==> src/sv/thtag_pkg.sv <==
// Shared types and constants for the tiled H/C transpose address generator.
`timescale 1ns / 1ps

package thtag_pkg;

    // Field widths.
    localparam int CNT_W      = 16;
    localparam int ADDR_W     = 32;
    localparam int TILE_IDX_W = 21;
    localparam int OFFSET_W   = 12;
    localparam int LINE_W     = 6;
    localparam int H_LOW_W    = 5;

    // Stream payload widths and positions.
    localparam int IN_TDATA_W  = 144;
    localparam int OUT_TDATA_W = 40;
    localparam int LINE_LSB    = TILE_IDX_W + OFFSET_W;

    // Configuration port.
    localparam int CFG_IDX_W  = 3;
    localparam int CFG_DATA_W = 32;

    localparam logic [CFG_IDX_W-1:0] CFG_TILES_ACROSS_W = 3'd0;
    localparam logic [CFG_IDX_W-1:0] CFG_ROWS_H         = 3'd1;
    localparam logic [CFG_IDX_W-1:0] CFG_TILES_ACROSS_C = 3'd2;
    localparam logic [CFG_IDX_W-1:0] CFG_PLANE_BYTES    = 3'd3;
    localparam logic [CFG_IDX_W-1:0] CFG_BATCH_BYTES    = 3'd4;
    localparam logic [CFG_IDX_W-1:0] CFG_FLOAT32_MODE   = 3'd5;

    // Last line of a tile and the h row that closes a 32-row tile band.
    localparam logic [LINE_W-1:0]  LINE_LAST  = 6'd63;
    localparam logic [H_LOW_W-1:0] H_LOW_LAST = 5'd31;

    // Item operation carried on the input tuser.
    typedef enum logic {
        OP_SEEK = 1'b0,
        OP_NEXT = 1'b1
    } t_op;

    // Configuration register set.
    typedef struct packed {
        logic [CNT_W-1:0]  tiles_across_w;
        logic [CNT_W-1:0]  rows_h;
        logic [CNT_W-1:0]  tiles_across_c;
        logic [ADDR_W-1:0] plane_bytes;
        logic [ADDR_W-1:0] batch_bytes;
        logic              float32_mode;
    } t_cfg;

    // Walk position through the source tensor.
    typedef struct packed {
        logic [CNT_W-1:0]  row_h;
        logic [ADDR_W-1:0] row_tile_base;
        logic [CNT_W-1:0]  c_tile;
        logic [ADDR_W-1:0] c_byte_offset;
        logic [CNT_W-1:0]  w_tile;
        logic [ADDR_W-1:0] batch_base;
    } t_pos;

    // Prepared tile bases handed to the line generator.
    typedef struct packed {
        logic              vld;
        logic [ADDR_W-1:0] base0;
        logic [ADDR_W-1:0] base1;
    } t_handoff;

endpackage

==> src/sv/tiled_hc_transpose_address_gen_unit.sv <==
// Top level of the tiled H/C transpose source address generator.
`timescale 1ns / 1ps

// A seek item loads the walk position and produces nothing. A next item produces
// 64 line addresses, one per cycle while the output is not stalled, in subtile
// order 0..3 with the sixteen channel lines of each subtile in turn; an item passes
// base stages P, B and C and the walk registers before its first line reaches the
// output register. The input side takes the next item while the lines of earlier
// ones are still being sent, so a stream of next items is paced by the line
// generator's single address adder. Downstream stalls hold the current line and
// pause the walk. Configuration is written through a plain write port and must
// only change while the block is idle.

module tiled_hc_transpose_address_gen_unit (
    input  logic                                  i_clk,
    input  logic                                  i_rst_n,
    // Configuration write port.
    input  logic                                  i_cfg_wr_en,
    input  logic [thtag_pkg::CFG_IDX_W-1:0]       i_cfg_index,
    input  logic [thtag_pkg::CFG_DATA_W-1:0]      i_cfg_data,
    // Input items.
    input  logic                                  i_s_axis_tvalid,
    output logic                                  o_s_axis_tready,
    // start_h, start_row_tile_base, start_c_tile, start_c_offset,
    // start_w_tile, start_batch_base
    input  logic [thtag_pkg::IN_TDATA_W-1:0]      i_s_axis_tdata,
    // operation
    input  logic                                  i_s_axis_tuser,
    // Result items.
    output logic                                  o_m_axis_tvalid,
    input  logic                                  i_m_axis_tready,
    // tile_index, offset_in_tile, line_number, zero pad
    output logic [thtag_pkg::OUT_TDATA_W-1:0]     o_m_axis_tdata,
    // last_line
    output logic                                  o_m_axis_tlast
);

    thtag_pkg::t_cfg      cfg;
    thtag_pkg::t_pos      pos;
    thtag_pkg::t_pos      start;
    thtag_pkg::t_handoff  handoff;
    thtag_pkg::t_op       op;

    logic                               in_ready;
    logic                               in_accept;
    logic                               accept_seek;
    logic                               accept_next;
    logic                               take;
    logic [thtag_pkg::TILE_IDX_W-1:0]   tile_index;
    logic [thtag_pkg::OFFSET_W-1:0]     offset_in_tile;
    logic [thtag_pkg::LINE_W-1:0]       line_number;

    // Input item decode.
    always_comb begin
        op                  = thtag_pkg::t_op'(i_s_axis_tuser);
        in_accept           = i_s_axis_tvalid && in_ready;
        accept_seek         = in_accept && (op == thtag_pkg::OP_SEEK);
        accept_next         = in_accept && (op == thtag_pkg::OP_NEXT);
        start.row_h         = i_s_axis_tdata[15:0];
        start.row_tile_base = i_s_axis_tdata[47:16];
        start.c_tile        = i_s_axis_tdata[63:48];
        start.c_byte_offset = i_s_axis_tdata[95:64];
        start.w_tile        = i_s_axis_tdata[111:96];
        start.batch_base    = i_s_axis_tdata[143:112];
    end

    thtag_cfg_regs u_cfg (
        .i_clk       (i_clk),
        .i_rst_n     (i_rst_n),
        .i_cfg_wr_en (i_cfg_wr_en),
        .i_cfg_index (i_cfg_index),
        .i_cfg_data  (i_cfg_data),
        .o_cfg       (cfg)
    );

    thtag_position u_pos (
        .i_clk     (i_clk),
        .i_rst_n   (i_rst_n),
        .i_cfg     (cfg),
        .i_seek    (accept_seek),
        .i_advance (accept_next),
        .i_start   (start),
        .o_pos     (pos)
    );

    thtag_base_pipe u_base (
        .i_clk         (i_clk),
        .i_rst_n       (i_rst_n),
        .i_cfg         (cfg),
        .i_accept_next (accept_next),
        .i_pos         (pos),
        .i_take        (take),
        .o_ready       (in_ready),
        .o_handoff     (handoff)
    );

    thtag_line_gen u_gen (
        .i_clk            (i_clk),
        .i_rst_n          (i_rst_n),
        .i_cfg            (cfg),
        .i_handoff        (handoff),
        .o_take           (take),
        .i_m_ready        (i_m_axis_tready),
        .o_vld            (o_m_axis_tvalid),
        .o_tile_index     (tile_index),
        .o_offset_in_tile (offset_in_tile),
        .o_line_number    (line_number),
        .o_last_line      (o_m_axis_tlast)
    );

    assign o_s_axis_tready = in_ready;
    assign o_m_axis_tdata  = {1'b0, line_number, offset_in_tile, tile_index};

endmodule

==> src/sv/thtag_cfg_regs.sv <==
// Configuration register file of the transpose address generator.
`timescale 1ns / 1ps

module thtag_cfg_regs (
    input  logic                                i_clk,
    input  logic                                i_rst_n,
    input  logic                                i_cfg_wr_en,
    input  logic [thtag_pkg::CFG_IDX_W-1:0]     i_cfg_index,
    input  logic [thtag_pkg::CFG_DATA_W-1:0]    i_cfg_data,
    output thtag_pkg::t_cfg                     o_cfg
);

    thtag_pkg::t_cfg r_cfg;

    // Register writes; indexes past the list are ignored.
    always_ff @(posedge i_clk) begin
        if (!i_rst_n) begin
            r_cfg.tiles_across_w <= 16'd1;
            r_cfg.rows_h         <= 16'd1;
            r_cfg.tiles_across_c <= 16'd1;
            r_cfg.plane_bytes    <= '0;
            r_cfg.batch_bytes    <= '0;
            r_cfg.float32_mode   <= 1'b0;
        end else if (i_cfg_wr_en) begin
            unique case (i_cfg_index)
                thtag_pkg::CFG_TILES_ACROSS_W: begin
                    r_cfg.tiles_across_w <= i_cfg_data[thtag_pkg::CNT_W-1:0];
                end
                thtag_pkg::CFG_ROWS_H: begin
                    r_cfg.rows_h <= i_cfg_data[thtag_pkg::CNT_W-1:0];
                end
                thtag_pkg::CFG_TILES_ACROSS_C: begin
                    r_cfg.tiles_across_c <= i_cfg_data[thtag_pkg::CNT_W-1:0];
                end
                thtag_pkg::CFG_PLANE_BYTES: begin
                    r_cfg.plane_bytes <= i_cfg_data;
                end
                thtag_pkg::CFG_BATCH_BYTES: begin
                    r_cfg.batch_bytes <= i_cfg_data;
                end
                thtag_pkg::CFG_FLOAT32_MODE: begin
                    r_cfg.float32_mode <= i_cfg_data[0];
                end
                default: begin
                end
            endcase
        end
    end

    assign o_cfg = r_cfg;

endmodule

==> src/sv/thtag_position.sv <==
// Position counters: loaded by a seek item, advanced after each next item.
`timescale 1ns / 1ps

module thtag_position (
    input  logic            i_clk,
    input  logic            i_rst_n,
    input  thtag_pkg::t_cfg i_cfg,
    input  logic            i_seek,
    input  logic            i_advance,
    input  thtag_pkg::t_pos i_start,
    output thtag_pkg::t_pos o_pos
);

    thtag_pkg::t_pos r_pos;
    thtag_pkg::t_pos n_pos;

    logic [thtag_pkg::CNT_W-1:0]  w_inc;
    logic [thtag_pkg::CNT_W-1:0]  c_inc;
    logic [thtag_pkg::CNT_W-1:0]  h_inc;
    logic [thtag_pkg::ADDR_W-1:0] c_offset_inc;
    logic                         w_wrap;
    logic                         c_wrap;
    logic                         h_wrap;

    // Counters step w first, then c, then h; each wraps when it meets its register.
    always_comb begin
        w_inc        = r_pos.w_tile + 16'd1;
        c_inc        = r_pos.c_tile + 16'd1;
        h_inc        = r_pos.row_h + 16'd1;
        c_offset_inc = r_pos.c_byte_offset + {i_cfg.plane_bytes[26:0], 5'd0};
        w_wrap       = (w_inc == i_cfg.tiles_across_w);
        c_wrap       = (c_inc == i_cfg.tiles_across_c);
        h_wrap       = (h_inc == i_cfg.rows_h);

        n_pos = r_pos;
        if (!w_wrap) begin
            n_pos.w_tile = w_inc;
        end else begin
            n_pos.w_tile = '0;
            if (!c_wrap) begin
                n_pos.c_tile        = c_inc;
                n_pos.c_byte_offset = c_offset_inc;
            end else begin
                n_pos.c_tile        = '0;
                n_pos.c_byte_offset = '0;
                if (h_wrap) begin
                    n_pos.row_h         = '0;
                    n_pos.row_tile_base = '0;
                    n_pos.batch_base    = r_pos.batch_base + i_cfg.batch_bytes;
                end else begin
                    n_pos.row_h = h_inc;
                    // A finished 32-row band moves to the next row of tiles.
                    if (r_pos.row_h[thtag_pkg::H_LOW_W-1:0] == thtag_pkg::H_LOW_LAST) begin
                        n_pos.row_tile_base = r_pos.row_tile_base
                                            + {16'd0, i_cfg.tiles_across_w};
                    end
                end
            end
        end
    end

    // Position state.
    always_ff @(posedge i_clk) begin
        if (!i_rst_n) begin
            r_pos <= '0;
        end else if (i_seek) begin
            r_pos <= i_start;
        end else if (i_advance) begin
            r_pos <= n_pos;
        end
    end

    assign o_pos = r_pos;

endmodule

==> src/sv/thtag_base_pipe.sv <==
// Three-stage pipeline that forms the two subtile base addresses of a tile.
`timescale 1ns / 1ps

module thtag_base_pipe (
    input  logic               i_clk,
    input  logic               i_rst_n,
    input  thtag_pkg::t_cfg    i_cfg,
    input  logic               i_accept_next,
    input  thtag_pkg::t_pos    i_pos,
    input  logic               i_take,
    output logic               o_ready,
    output thtag_pkg::t_handoff o_handoff
);

    // Stage P: partial sums captured from the position at acceptance.
    logic                           r_p_vld;
    logic [thtag_pkg::ADDR_W-1:0]   r_p_sum;
    logic [thtag_pkg::ADDR_W-1:0]   r_p_tile;
    logic [thtag_pkg::H_LOW_W-1:0]  r_p_hlow;
    // Stage B: tile base of subtile 0.
    logic                           r_b_vld;
    logic [thtag_pkg::ADDR_W-1:0]   r_b_base;
    // Stage C: bases of even and odd subtiles.
    logic                           r_c_vld;
    logic [thtag_pkg::ADDR_W-1:0]   r_c_base0;
    logic [thtag_pkg::ADDR_W-1:0]   r_c_base1;

    logic                           c_free;
    logic                           b_move;
    logic                           b_free;
    logic                           p_move;
    logic [thtag_pkg::ADDR_W-1:0]   tile_term;
    logic [thtag_pkg::OFFSET_W-1:0] h_term;
    logic [thtag_pkg::ADDR_W-1:0]   n_b_base;
    logic [thtag_pkg::ADDR_W-1:0]   sub_step;

    // Stage flow control.
    always_comb begin
        c_free  = !r_c_vld || i_take;
        b_move  = r_b_vld && c_free;
        b_free  = !r_b_vld || b_move;
        p_move  = r_p_vld && b_free;
        o_ready = !r_p_vld || p_move;
    end

    // The shifted tile term has zero low bits, so the row term is merged by OR.
    always_comb begin
        if (i_cfg.float32_mode) begin
            tile_term = {r_p_tile[19:0], 12'd0};
            h_term    = {r_p_hlow[4], 1'b0, r_p_hlow[3:0], 6'd0};
            sub_step  = 32'd1 << 10;
        end else begin
            tile_term = {r_p_tile[20:0], 11'd0};
            h_term    = {1'b0, r_p_hlow[4], 1'b0, r_p_hlow[3:0], 5'd0};
            sub_step  = 32'd1 << 9;
        end
        n_b_base = r_p_sum + (tile_term | {20'd0, h_term});
    end

    // Valid bits.
    always_ff @(posedge i_clk) begin
        if (!i_rst_n) begin
            r_p_vld <= 1'b0;
            r_b_vld <= 1'b0;
            r_c_vld <= 1'b0;
        end else begin
            if (i_accept_next) begin
                r_p_vld <= 1'b1;
            end else if (p_move) begin
                r_p_vld <= 1'b0;
            end
            if (p_move) begin
                r_b_vld <= 1'b1;
            end else if (b_move) begin
                r_b_vld <= 1'b0;
            end
            if (b_move) begin
                r_c_vld <= 1'b1;
            end else if (i_take) begin
                r_c_vld <= 1'b0;
            end
        end
    end

    // Stage payloads.
    always_ff @(posedge i_clk) begin
        if (i_accept_next) begin
            r_p_sum  <= i_pos.batch_base + i_pos.c_byte_offset;
            r_p_tile <= i_pos.row_tile_base + {16'd0, i_pos.w_tile};
            r_p_hlow <= i_pos.row_h[thtag_pkg::H_LOW_W-1:0];
        end
        if (p_move) begin
            r_b_base <= n_b_base;
        end
        if (b_move) begin
            r_c_base0 <= r_b_base;
            r_c_base1 <= r_b_base + sub_step;
        end
    end

    assign o_handoff.vld   = r_c_vld;
    assign o_handoff.base0 = r_c_base0;
    assign o_handoff.base1 = r_c_base1;

endmodule

==> src/sv/thtag_line_gen.sv <==
// Line generator: walks the 64 subtile lines of a tile into the output register.
`timescale 1ns / 1ps

module thtag_line_gen (
    input  logic                                 i_clk,
    input  logic                                 i_rst_n,
    input  thtag_pkg::t_cfg                      i_cfg,
    input  thtag_pkg::t_handoff                  i_handoff,
    output logic                                 o_take,
    input  logic                                 i_m_ready,
    output logic                                 o_vld,
    output logic [thtag_pkg::TILE_IDX_W-1:0]     o_tile_index,
    output logic [thtag_pkg::OFFSET_W-1:0]       o_offset_in_tile,
    output logic [thtag_pkg::LINE_W-1:0]         o_line_number,
    output logic                                 o_last_line
);

    logic                              r_g_vld;
    logic [thtag_pkg::LINE_W-1:0]      r_g_line;
    logic [thtag_pkg::ADDR_W-1:0]      r_g_base0;
    logic [thtag_pkg::ADDR_W-1:0]      r_g_base1;
    logic [thtag_pkg::ADDR_W-1:0]      r_g_cacc;

    logic                              r_o_vld;
    logic [thtag_pkg::TILE_IDX_W-1:0]  r_o_tile;
    logic [thtag_pkg::OFFSET_W-1:0]    r_o_offset;
    logic [thtag_pkg::LINE_W-1:0]      r_o_line;
    logic                              r_o_last;

    logic                              gen_fire;
    logic                              gen_last;
    logic [thtag_pkg::ADDR_W-1:0]      line_addr;
    logic [thtag_pkg::ADDR_W-1:0]      n_cacc;
    logic [thtag_pkg::TILE_IDX_W-1:0]  n_tile;
    logic [thtag_pkg::OFFSET_W-1:0]    n_offset;

    // A line moves out when the output register is empty or being drained.
    always_comb begin
        gen_fire = r_g_vld && (!r_o_vld || i_m_ready);
        gen_last = (r_g_line == thtag_pkg::LINE_LAST);
        o_take   = i_handoff.vld && (!r_g_vld || (gen_fire && gen_last));
    end

    // Odd subtiles use the second base; the channel offset runs inside each subtile.
    always_comb begin
        line_addr = (r_g_line[4] ? r_g_base1 : r_g_base0) + r_g_cacc;
        if (r_g_line[3:0] == 4'hF) begin
            // Subtiles 2 and 3 start sixteen channel planes further on.
            n_cacc = (r_g_line[5] ^ r_g_line[4]) ? {i_cfg.plane_bytes[27:0], 4'd0} : '0;
        end else begin
            n_cacc = r_g_cacc + i_cfg.plane_bytes;
        end
        if (i_cfg.float32_mode) begin
            n_tile   = {1'b0, line_addr[31:12]};
            n_offset = line_addr[11:0];
        end else begin
            n_tile   = line_addr[31:11];
            n_offset = {1'b0, line_addr[10:0]};
        end
    end

    // Control state.
    always_ff @(posedge i_clk) begin
        if (!i_rst_n) begin
            r_g_vld <= 1'b0;
            r_o_vld <= 1'b0;
        end else begin
            if (o_take) begin
                r_g_vld <= 1'b1;
            end else if (gen_fire && gen_last) begin
                r_g_vld <= 1'b0;
            end
            if (gen_fire) begin
                r_o_vld <= 1'b1;
            end else if (i_m_ready) begin
                r_o_vld <= 1'b0;
            end
        end
    end

    // Walk registers and the output register.
    always_ff @(posedge i_clk) begin
        if (o_take) begin
            r_g_base0 <= i_handoff.base0;
            r_g_base1 <= i_handoff.base1;
            r_g_cacc  <= '0;
            r_g_line  <= '0;
        end else if (gen_fire) begin
            r_g_cacc <= n_cacc;
            r_g_line <= r_g_line + 6'd1;
        end
        if (gen_fire) begin
            r_o_tile   <= n_tile;
            r_o_offset <= n_offset;
            r_o_line   <= r_g_line;
            r_o_last   <= gen_last;
        end
    end

    assign o_vld            = r_o_vld;
    assign o_tile_index     = r_o_tile;
    assign o_offset_in_tile = r_o_offset;
    assign o_line_number    = r_o_line;
    assign o_last_line      = r_o_last;

endmodule

==> config.mk <==
export PLATFORM = sky130hd
export DESIGN_NAME = tiled_hc_transpose_address_gen_unit
export DESIGN_NICKNAME = d
export VERILOG_FILES = /design/src/sv/thtag_pkg.sv /design/src/sv/tiled_hc_transpose_address_gen_unit.sv /design/src/sv/thtag_cfg_regs.sv /design/src/sv/thtag_position.sv /design/src/sv/thtag_base_pipe.sv /design/src/sv/thtag_line_gen.sv
export SDC_FILE = /design/constraint.sdc
export NUM_CORES = 1
export LEC_CHECK = 0
export BUFFER_PORTS_ARGS = -buffer_cell sky130_fd_sc_hd__buf_2
export CORE_ASPECT_RATIO = 1.25
export CORE_MARGIN = 4
export CORE_UTILIZATION = 55
export CTS_CLUSTER_DIAMETER = 100
export DETAILED_ROUTE_END_ITERATION = 7
export PLACE_DENSITY = 0.74
export SLEW_MARGIN = 20
export SYNTH_ARGS = -nofsm -noshare
export SYNTH_HDL_FRONTEND = slang
export SYNTH_SLANG_ARGS = --single-unit
==> constraint.sdc <==
create_clock -name i_clk -period 7.8 [get_ports i_clk]
set_input_delay 2.34 -clock i_clk [delete_from_list [all_inputs] [get_ports i_clk]]
set_output_delay 2.34 -clock i_clk [all_outputs]
set_load 0.03 [all_outputs]
* Word level (Yosys, flattened, before mapping)
Index checks and enable logic that the tools add are counted.
Storage, ports and cells: bits in registers 558, logic and storage cells 127
Cells by class: add/subtract/negate cells 13, equality and inequality tests 11, muxes and demuxes 28, bitwise gates (word level) 3, reductions and logical operators 39
Operators with widths (number):
- two-way mux 144 bit | 2
- two-way mux 32 bit | 8
- adder 32 bit | 6
- two-way mux 48 bit | 3
- two-way mux 96 bit | 1
- adder 16 x 1 -> 16 bit (second input constant) | 3
- equality test 16 bit | 3
- adder 32 x 11 -> 32 bit | 1
- adder 32 x 16 -> 32 bit | 1
- OR 32 x 12 -> 32 bit | 1
- adder 21 x 16 -> 21 bit | 1
- two-way mux 20 bit | 1
- nonzero test 2 bit | 9
- two-way mux 16 bit | 1
- AND reduction 2 bit | 7
- two-way mux 12 bit | 1
- two-way mux 11 bit | 1
- two-way mux 1 bit | 10
- logical AND 1 bit | 8
- AND reduction 4 bit | 2
- adder 6 x 1 -> 6 bit (second input constant) | 1
- equality test 3 x 2 -> 1 bit (second input constant) | 2
- equality test 3 bit (second input constant) | 2
- equality test 6 bit (second input constant) | 1
- 10 further kinds | 18

* Depth between registers and ports, before layout
depth in word-level cells 15, gate-level depth with buffers 15, depth with buffers taken out 13

* Hierarchy
Synthesis repeated with hierarchy kept, for this count alone.
Unflattened totals: cells, all modules 3669, area, all modules 34650.7 µm²
By module, submodules not included:
- thtag_position | times used 1, cells an instance 1566, area an instance 12080.3 µm², seq. area each 2882.8 µm²
- thtag_base_pipe | times used 1, cells an instance 798, area an instance 9208.8 µm², seq. area each 4414.2 µm²
- thtag_line_gen | times used 1, cells an instance 894, area an instance 9180.1 µm², seq. area each 3923.8 µm²
- thtag_cfg_regs | times used 1, cells an instance 407, area an instance 4154.0 µm², seq. area each 2262.2 µm²
- tiled_hc_transpose_address_gen_unit | times used 1, cells an instance 4, area an instance 27.5 µm², seq. area each 0.0 µm²

* Worst setup path after synthesis
Ideal clock, no wire load.
kind input port to flip-flop, from input i_m_axis_tready, to register u_base.r_c_base0[10] in the netlist's numbering (enable), arrival time 6681 ps, required time 7249 ps, slack 567 ps, stages on the path 3, path buffers 0, cells stage by stage nand2b_1 > a31oi_1 > a21boi_0
On the way: word-level cells in the longest chain between the ends 7
Ends and longest elaborated chain:
- from (decl) | RTL line tiled_hc_transpose_address_gen_unit.sv:31 | input logic i_m_axis_tready,
- logical OR 1 bit | RTL line thtag_line_gen.sv:39 | gen_fire = r_g_vld && (!r_o_vld || i_m_ready);
- logical AND 1 bit | RTL line thtag_line_gen.sv:39
- logical AND 1 bit | RTL line thtag_line_gen.sv:41 | o_take = i_handoff.vld && (!r_g_vld || (gen_fire && gen_last));
- logical OR 1 bit | RTL line thtag_line_gen.sv:41
- logical AND 1 bit | RTL line thtag_line_gen.sv:41
- logical OR 1 bit | RTL line thtag_base_pipe.sv:39 | c_free = !r_c_vld || i_take;
- logical AND 1 bit | RTL line thtag_base_pipe.sv:40 | b_move = r_b_vld && c_free;
- net u_base.b_move | RTL line thtag_base_pipe.sv:29 | logic b_move;
- to (signal assigned) | RTL line thtag_base_pipe.sv:96 | r_c_base0 <= r_b_base;
- to (decl) | RTL line thtag_base_pipe.sv:25 | logic [thtag_pkg::ADDR_W-1:0] r_c_base0;
The timed path passes the listed nets, and every way through them passes these cells. A chain may end at the register's enable or synchronous reset.

* Final worst setup path
from input i_m_axis_tready, to output o_s_axis_tready
On the way: word-level cells in the longest chain between the ends 10
Ends and longest elaborated chain:
- logical OR 1 bit | RTL line thtag_line_gen.sv:39
- logical AND 1 bit | RTL line thtag_line_gen.sv:39
- logical AND 1 bit | RTL line thtag_line_gen.sv:41
- logical OR 1 bit | RTL line thtag_line_gen.sv:41
- logical AND 1 bit | RTL line thtag_line_gen.sv:41
- logical OR 1 bit | RTL line thtag_base_pipe.sv:39
- logical AND 1 bit | RTL line thtag_base_pipe.sv:40
- logical OR 1 bit | RTL line thtag_base_pipe.sv:41 | b_free = !r_b_vld || b_move;
- logical AND 1 bit | RTL line thtag_base_pipe.sv:42 | p_move = r_p_vld && b_free;
- logical OR 1 bit | RTL line thtag_base_pipe.sv:43 | o_ready = !r_p_vld || p_move;
- to (decl) | RTL line tiled_hc_transpose_address_gen_unit.sv:23 | output logic o_s_axis_tready,
Every way passes these cells.

==> out/summary.txt <==
YOSYS
----------------------------------------------------------------------------------------------------
Unique masters post-synth .............................................................           95
Share of Yosys cell area claimed by the top area cell type ............................        22.5%
Commonest register cell after synthesis ............................................... sky130_fd_sc_hd__dfxtp_1
Synthesized area per cell .............................................................     9.08 um2
Fraction of registers with async set/reset ............................................           0%
Leading post-synthesis cells by cell area ............................................. sky130_fd_sc_hd__edfxtp_1 23%, sky130_fd_sc_hd__dfxtp_1 18%, sky130_fd_sc_hd__ha_1 8.4%
Cell Area, Synth ......................................................................   32,000 um2
Count of flip-flops with a built-in enable after synthesis ............................          240
Number of synthesized register bits ...................................................          529
Largest area contributor in the synthesized netlist ................................... sky130_fd_sc_hd__edfxtp_1
Proportion of synthesized chip area in sequential cells ...............................        40.6%
Gate Count Post-Synth .................................................................        3,522
Warnings from Yosys ...................................................................            0
Net count after synthesis .............................................................        3,932

CRITICAL PATH
----------------------------------------------------------------------------------------------------
Capturing element of the worst setup path ............................................. o_s_axis_tready
Startpoint of the worst setup timing path ............................................. i_m_axis_tready
Family with the most delay on the worst path .......................................... buffers and inverters
End of the worst register-to-register path ............................................ u_pos.o_pos[116]$_SDFFE_PN0P_
Cell Chain, Critical Path ............................................................. buf_2 > nand2b_1 > a31oi_1 > buf_4 > nand4_1 > buf_2
Sum of buffers and inverters on the critical path .....................................            3
Maximum fanout along the worst path ...................................................            6
Required time at the worst-slack endpoint .............................................      5.46 ns
Critical path's most frequent cell .................................................... sky130_fd_sc_hd__buf_2
Reg2reg setup slack ...................................................................      2.77 ns
Worst stage delay on the critical path ................................................      0.39 ns
Class of the most critical setup path ................................................. input pin to output pin
Critical path startpoint category .....................................................    input pin
Critical Path AT ......................................................................      3.75 ns
Startpoint of the worst-slack reg-to-reg timing path .................................. u_gen.r_g_line[0]$_SDFFE_PP0P_
Endpoint type of the worst setup path .................................................   output pin
Total stage count of the critical path ................................................            6
CP max stage cell ..................................................................... sky130_fd_sc_hd__nand4_1
Worst r2r path cells ..................................................................           13

CLOCK NETWORK
----------------------------------------------------------------------------------------------------
Clock sink count ......................................................................          529
Clock-pin slew reported for the worst setup and hold paths after clock tree synthesis .      0.06 ns
Count of buffers added by post-CTS timing repair for setup ............................            0
Number of buffers inserted for hold repair after clock tree synthesis .................            0
Post-CTS resize count .................................................................            0
Clock H-tree levels ...................................................................            2
Worst-Skew Late Latency ...............................................................      0.63 ns
Longest Clk Path Bufs .................................................................            3
CTS Buf Count .........................................................................           54
Clock tree from TritonCTS .............................................................          yes
Clock Root Buffer ..................................................................... sky130_fd_sc_hd__clkbuf_16

DETAILED ROUTING
----------------------------------------------------------------------------------------------------
Total routed wirelength ...............................................................    90,900 um
Total via count after detailed routing ................................................       27,200
Count of nets left with antenna violations after detail routing .......................            0
First drt pass iteration count ........................................................            5
Number of design rule violations left after detail routing ............................            0
Initial DRC Count .....................................................................        2,059
Vias per Instance .....................................................................         6.12
Wire length per cell ..................................................................      20.5 um

STA
----------------------------------------------------------------------------------------------------
Slew headroom .........................................................................        32.3%
TNS Setup .............................................................................         0 ns
Maximum frequency from static timing analysis .........................................    0.164 GHz
Final Hold Violating Endpoints ........................................................            0
Clk_skew ..............................................................................    0.0358 ns
Final-report max-slew violation count .................................................            0
Tcrit/Tclk final ......................................................................        78.0%
Number of setup violations in the final report ........................................            0
Worst-Margin Slew .....................................................................      1.01 ns
Unrepaired setup endpoints after global routing .......................................        false
Post-route minimum period .............................................................      6.09 ns
Worst-case hold slack .................................................................     0.413 ns

OUTCOME
----------------------------------------------------------------------------------------------------
Result of the run ..................................................................... complete, no violations

PLACEMENT
----------------------------------------------------------------------------------------------------
Number of port buffers ................................................................          215
Routability-driven placement congestion ratio .........................................        0.944
Final HPWL DP .........................................................................    67,300 um

FLOORPLANNING
----------------------------------------------------------------------------------------------------
Top Ports .............................................................................          228
Effective utilization at floorplan ....................................................        55.8%
Die Footprint .........................................................................   62,100 um2
Chip width ............................................................................       224 um
Site Rows .............................................................................           98
Area inside the core boundary .........................................................   57,400 um2
Die Ht ................................................................................       278 um

CELLS AND AREA
----------------------------------------------------------------------------------------------------
Fin nets ..............................................................................        4,060
Layout cell share with drive strength beyond 1 ........................................        12.2%
Highest-count cells in the layout ignoring fill and taps .............................. 459 x sky130_fd_sc_hd__nand2_1, 335 x sky130_fd_sc_hd__a21oi_1, 288 x sky130_fd_sc_hd__dfxtp_1
Most common library cell in the layout ignoring fill and taps ......................... sky130_fd_sc_hd__nand2_1
Number of antenna diodes ..............................................................            0
Layout area overhead ..................................................................        10.4%

PWR
----------------------------------------------------------------------------------------------------
Peak ir drop on the vdd network .......................................................     0.183 mV
Pint ..................................................................................      5.10 mW
Power dissipated by switching net loads ...............................................      2.16 mW
Proportion of power drawn by flip-flops and latches ...................................        45.2%
Power density cells ...................................................................   206 nW/um2
P_leak ................................................................................      14.3 nW
Share of power burned in the clock network ............................................        35.4%
Combinational group share of total power ..............................................        19.5%
Net switching fraction of the power ...................................................        29.8%

GLOBAL ROUTE
----------------------------------------------------------------------------------------------------
Maximum number of pins on one net before global-route repair ..........................          148
Antenna violations before repair ......................................................            0
Global Route Usage Sum ................................................................        28.1%
Number of global-route vias before repair .............................................       25,400
Grt ovf ...............................................................................            0
Wire length of the first global-routing pass ..........................................   140,000 um

MIN PATH
----------------------------------------------------------------------------------------------------
Worst hold-check path type ............................................................ flip-flop to flip-flop
Worst hold path stage count ...........................................................            0

JOB
----------------------------------------------------------------------------------------------------
Max-cap check violation count .........................................................            0

==> layer usage <==
metal | share of wire (%) | vias to the layer above | global-route usage (%)
li1 | - | 13100 | -
met3 | 6.5 | 247 | 3.96
met2 | 46 | 1041 | 46.2
met4 | 7.1 | 0 | 16.3
met5 | 0 | - | 0
met1 | 40 | 12800 | 35.5
==> synth_stat cells (9+ instances only) <==
| cell | number |
|---|---|
| sky130_fd_sc_hd__o211ai_1 | 25 |
| sky130_fd_sc_hd__a21o_1 | 99 |
| sky130_fd_sc_hd__or3_1 | 26 |
| sky130_fd_sc_hd__nand4_1 | 30 |
| sky130_fd_sc_hd__edfxtp_1 | 240 |
| sky130_fd_sc_hd__mux2_2 | 58 |
| sky130_fd_sc_hd__nor2b_1 | 34 |
| sky130_fd_sc_hd__o21ai_0 | 160 |
| sky130_fd_sc_hd__and4_1 | 17 |
| sky130_fd_sc_hd__a31oi_1 | 45 |
| sky130_fd_sc_hd__nand3_1 | 91 |
| sky130_fd_sc_hd__buf_2 | 19 |
| sky130_fd_sc_hd__nor4_1 | 13 |
| sky130_fd_sc_hd__a211oi_1 | 58 |
| sky130_fd_sc_hd__nor3_1 | 74 |
| sky130_fd_sc_hd__inv_1 | 86 |
| sky130_fd_sc_hd__nor2_2 | 9 |
| sky130_fd_sc_hd__a221oi_1 | 26 |
| sky130_fd_sc_hd__nor3b_1 | 11 |
| sky130_fd_sc_hd__and2_1 | 27 |
| sky130_fd_sc_hd__a311oi_1 | 17 |
| sky130_fd_sc_hd__ha_1 | 216 |
| sky130_fd_sc_hd__a32o_1 | 10 |
| sky130_fd_sc_hd__xnor2_1 | 162 |
| sky130_fd_sc_hd__clkbuf_1 | 135 |
| sky130_fd_sc_hd__o21ai_1 | 12 |
| sky130_fd_sc_hd__xor2_1 | 94 |
| sky130_fd_sc_hd__nor2_1 | 265 |
| sky130_fd_sc_hd__dfxtp_1 | 289 |
| sky130_fd_sc_hd__a22oi_1 | 36 |
| sky130_fd_sc_hd__a21oi_1 | 335 |
| sky130_fd_sc_hd__fa_1 | 9 |
| sky130_fd_sc_hd__o21a_1 | 36 |
| sky130_fd_sc_hd__nand2b_1 | 36 |
| sky130_fd_sc_hd__o21bai_1 | 20 |
| sky130_fd_sc_hd__mux2i_1 | 13 |
| sky130_fd_sc_hd__and3_1 | 38 |
| sky130_fd_sc_hd__nand2_1 | 460 |
| sky130_fd_sc_hd__o31ai_1 | 15 |
| sky130_fd_sc_hd__nor3_2 | 12 |
==> layout make-up <==
type	instances	area, um2
fill	4960	22100
clock buffer	69	1490
inverter	88	335
sequential	529	13000
tap	750	938
clock inverter	28	238
timing repair buffer	245	1340
multi-input combinational	2732	18000
==> flip-flops by register name, indices dropped and copies added, names as in the netlist, 5 cells and up <==
| register | flops |
|---|---|
| u_base.r_c_base1 | 32 |
| u_base.r_b_base | 32 |
| u_gen.o_tile_index | 21 |
| u_gen.o_line_number | 6 |
| u_gen.r_g_line | 6 |
| u_gen.r_g_base0 | 23 |
| u_base.r_p_sum | 32 |
| u_pos.o_pos | 133 |
| u_gen.r_g_cacc | 32 |
| u_gen.r_g_base1 | 32 |
| u_cfg.o_cfg | 113 |
| u_gen.o_offset_in_tile | 12 |
| u_base.r_p_hlow | 5 |
| u_base.r_p_tile | 21 |
| u_base.r_c_base0 | 23 |
==> worst min-delay path by stage <==
stage	to	slack (ns)	from
3_5_place_dp	u_base.r_b_base[3]$_DFFE_PP_	0.40	u_base.r_p_sum[3]$_DFFE_PP_
5_1_grt	u_gen.r_g_base1[18]$_DFFE_PP_	0.42	u_base.r_c_base1[18]$_DFFE_PP_
3_3_place_gp	u_gen.r_g_base0[20]$_DFFE_PP_	0.40	u_base.r_c_base0[20]$_DFFE_PP_
4_1_cts	u_gen.r_g_base1[15]$_DFFE_PP_	0.42	u_base.r_c_base1[15]$_DFFE_PP_
2_1_floorplan	u_base.r_b_base[0]$_DFFE_PP_	0.40	u_base.r_p_sum[0]$_DFFE_PP_
6_report	u_gen.r_g_base1[6]$_DFFE_PP_	0.41	u_base.r_c_base1[6]$_DFFE_PP_
==> metrics by stage <==
step | cell area (um2) | utilization (%) | setup WS [ns] | total power, mW | instances
2_1_floorplan | 32000 | - | 0.567 | 4.28 | 3522
3_3_place_gp | 33600 | 58.5 | 1.55 | 4.70 | 4344
3_5_place_dp | 33600 | 58.5 | 1.51 | 4.72 | 4344
4_1_cts | 35300 | 61.5 | 1.79 | 7.28 | 4441
5_1_grt | 35300 | 61.5 | 1.67 | 7.57 | 4441
6_report | 35300 | 61.5 | 1.71 | 7.26 | 4441
==> power groups by stage <==
stage               sequential [mW]  combinational, mW  clock, mW
floorplan                      3.23               1.05          0
global placement               3.33               1.37          0
detailed placement             3.33               1.39          0
CTS                            3.27               1.40       2.61
global route                   3.28               1.56       2.72
finish                         3.28               1.41       2.57
==> cells by family after synthesis <==
group / after synthesis / synth area share (%)
other: 1 / 0.0117
adders and majority gates: 225 / 9.01
xor gates and xnor gates: 257 / 7.08
DFF: 529 / 40.6
muxes: 71 / 2.45
and+or+nand+nor: 1172 / 17.2
AOI/OAI and AO/OA: 1006 / 20.4
buffers and inverters: 261 / 3.30
(Power assumes the default switching activity.)
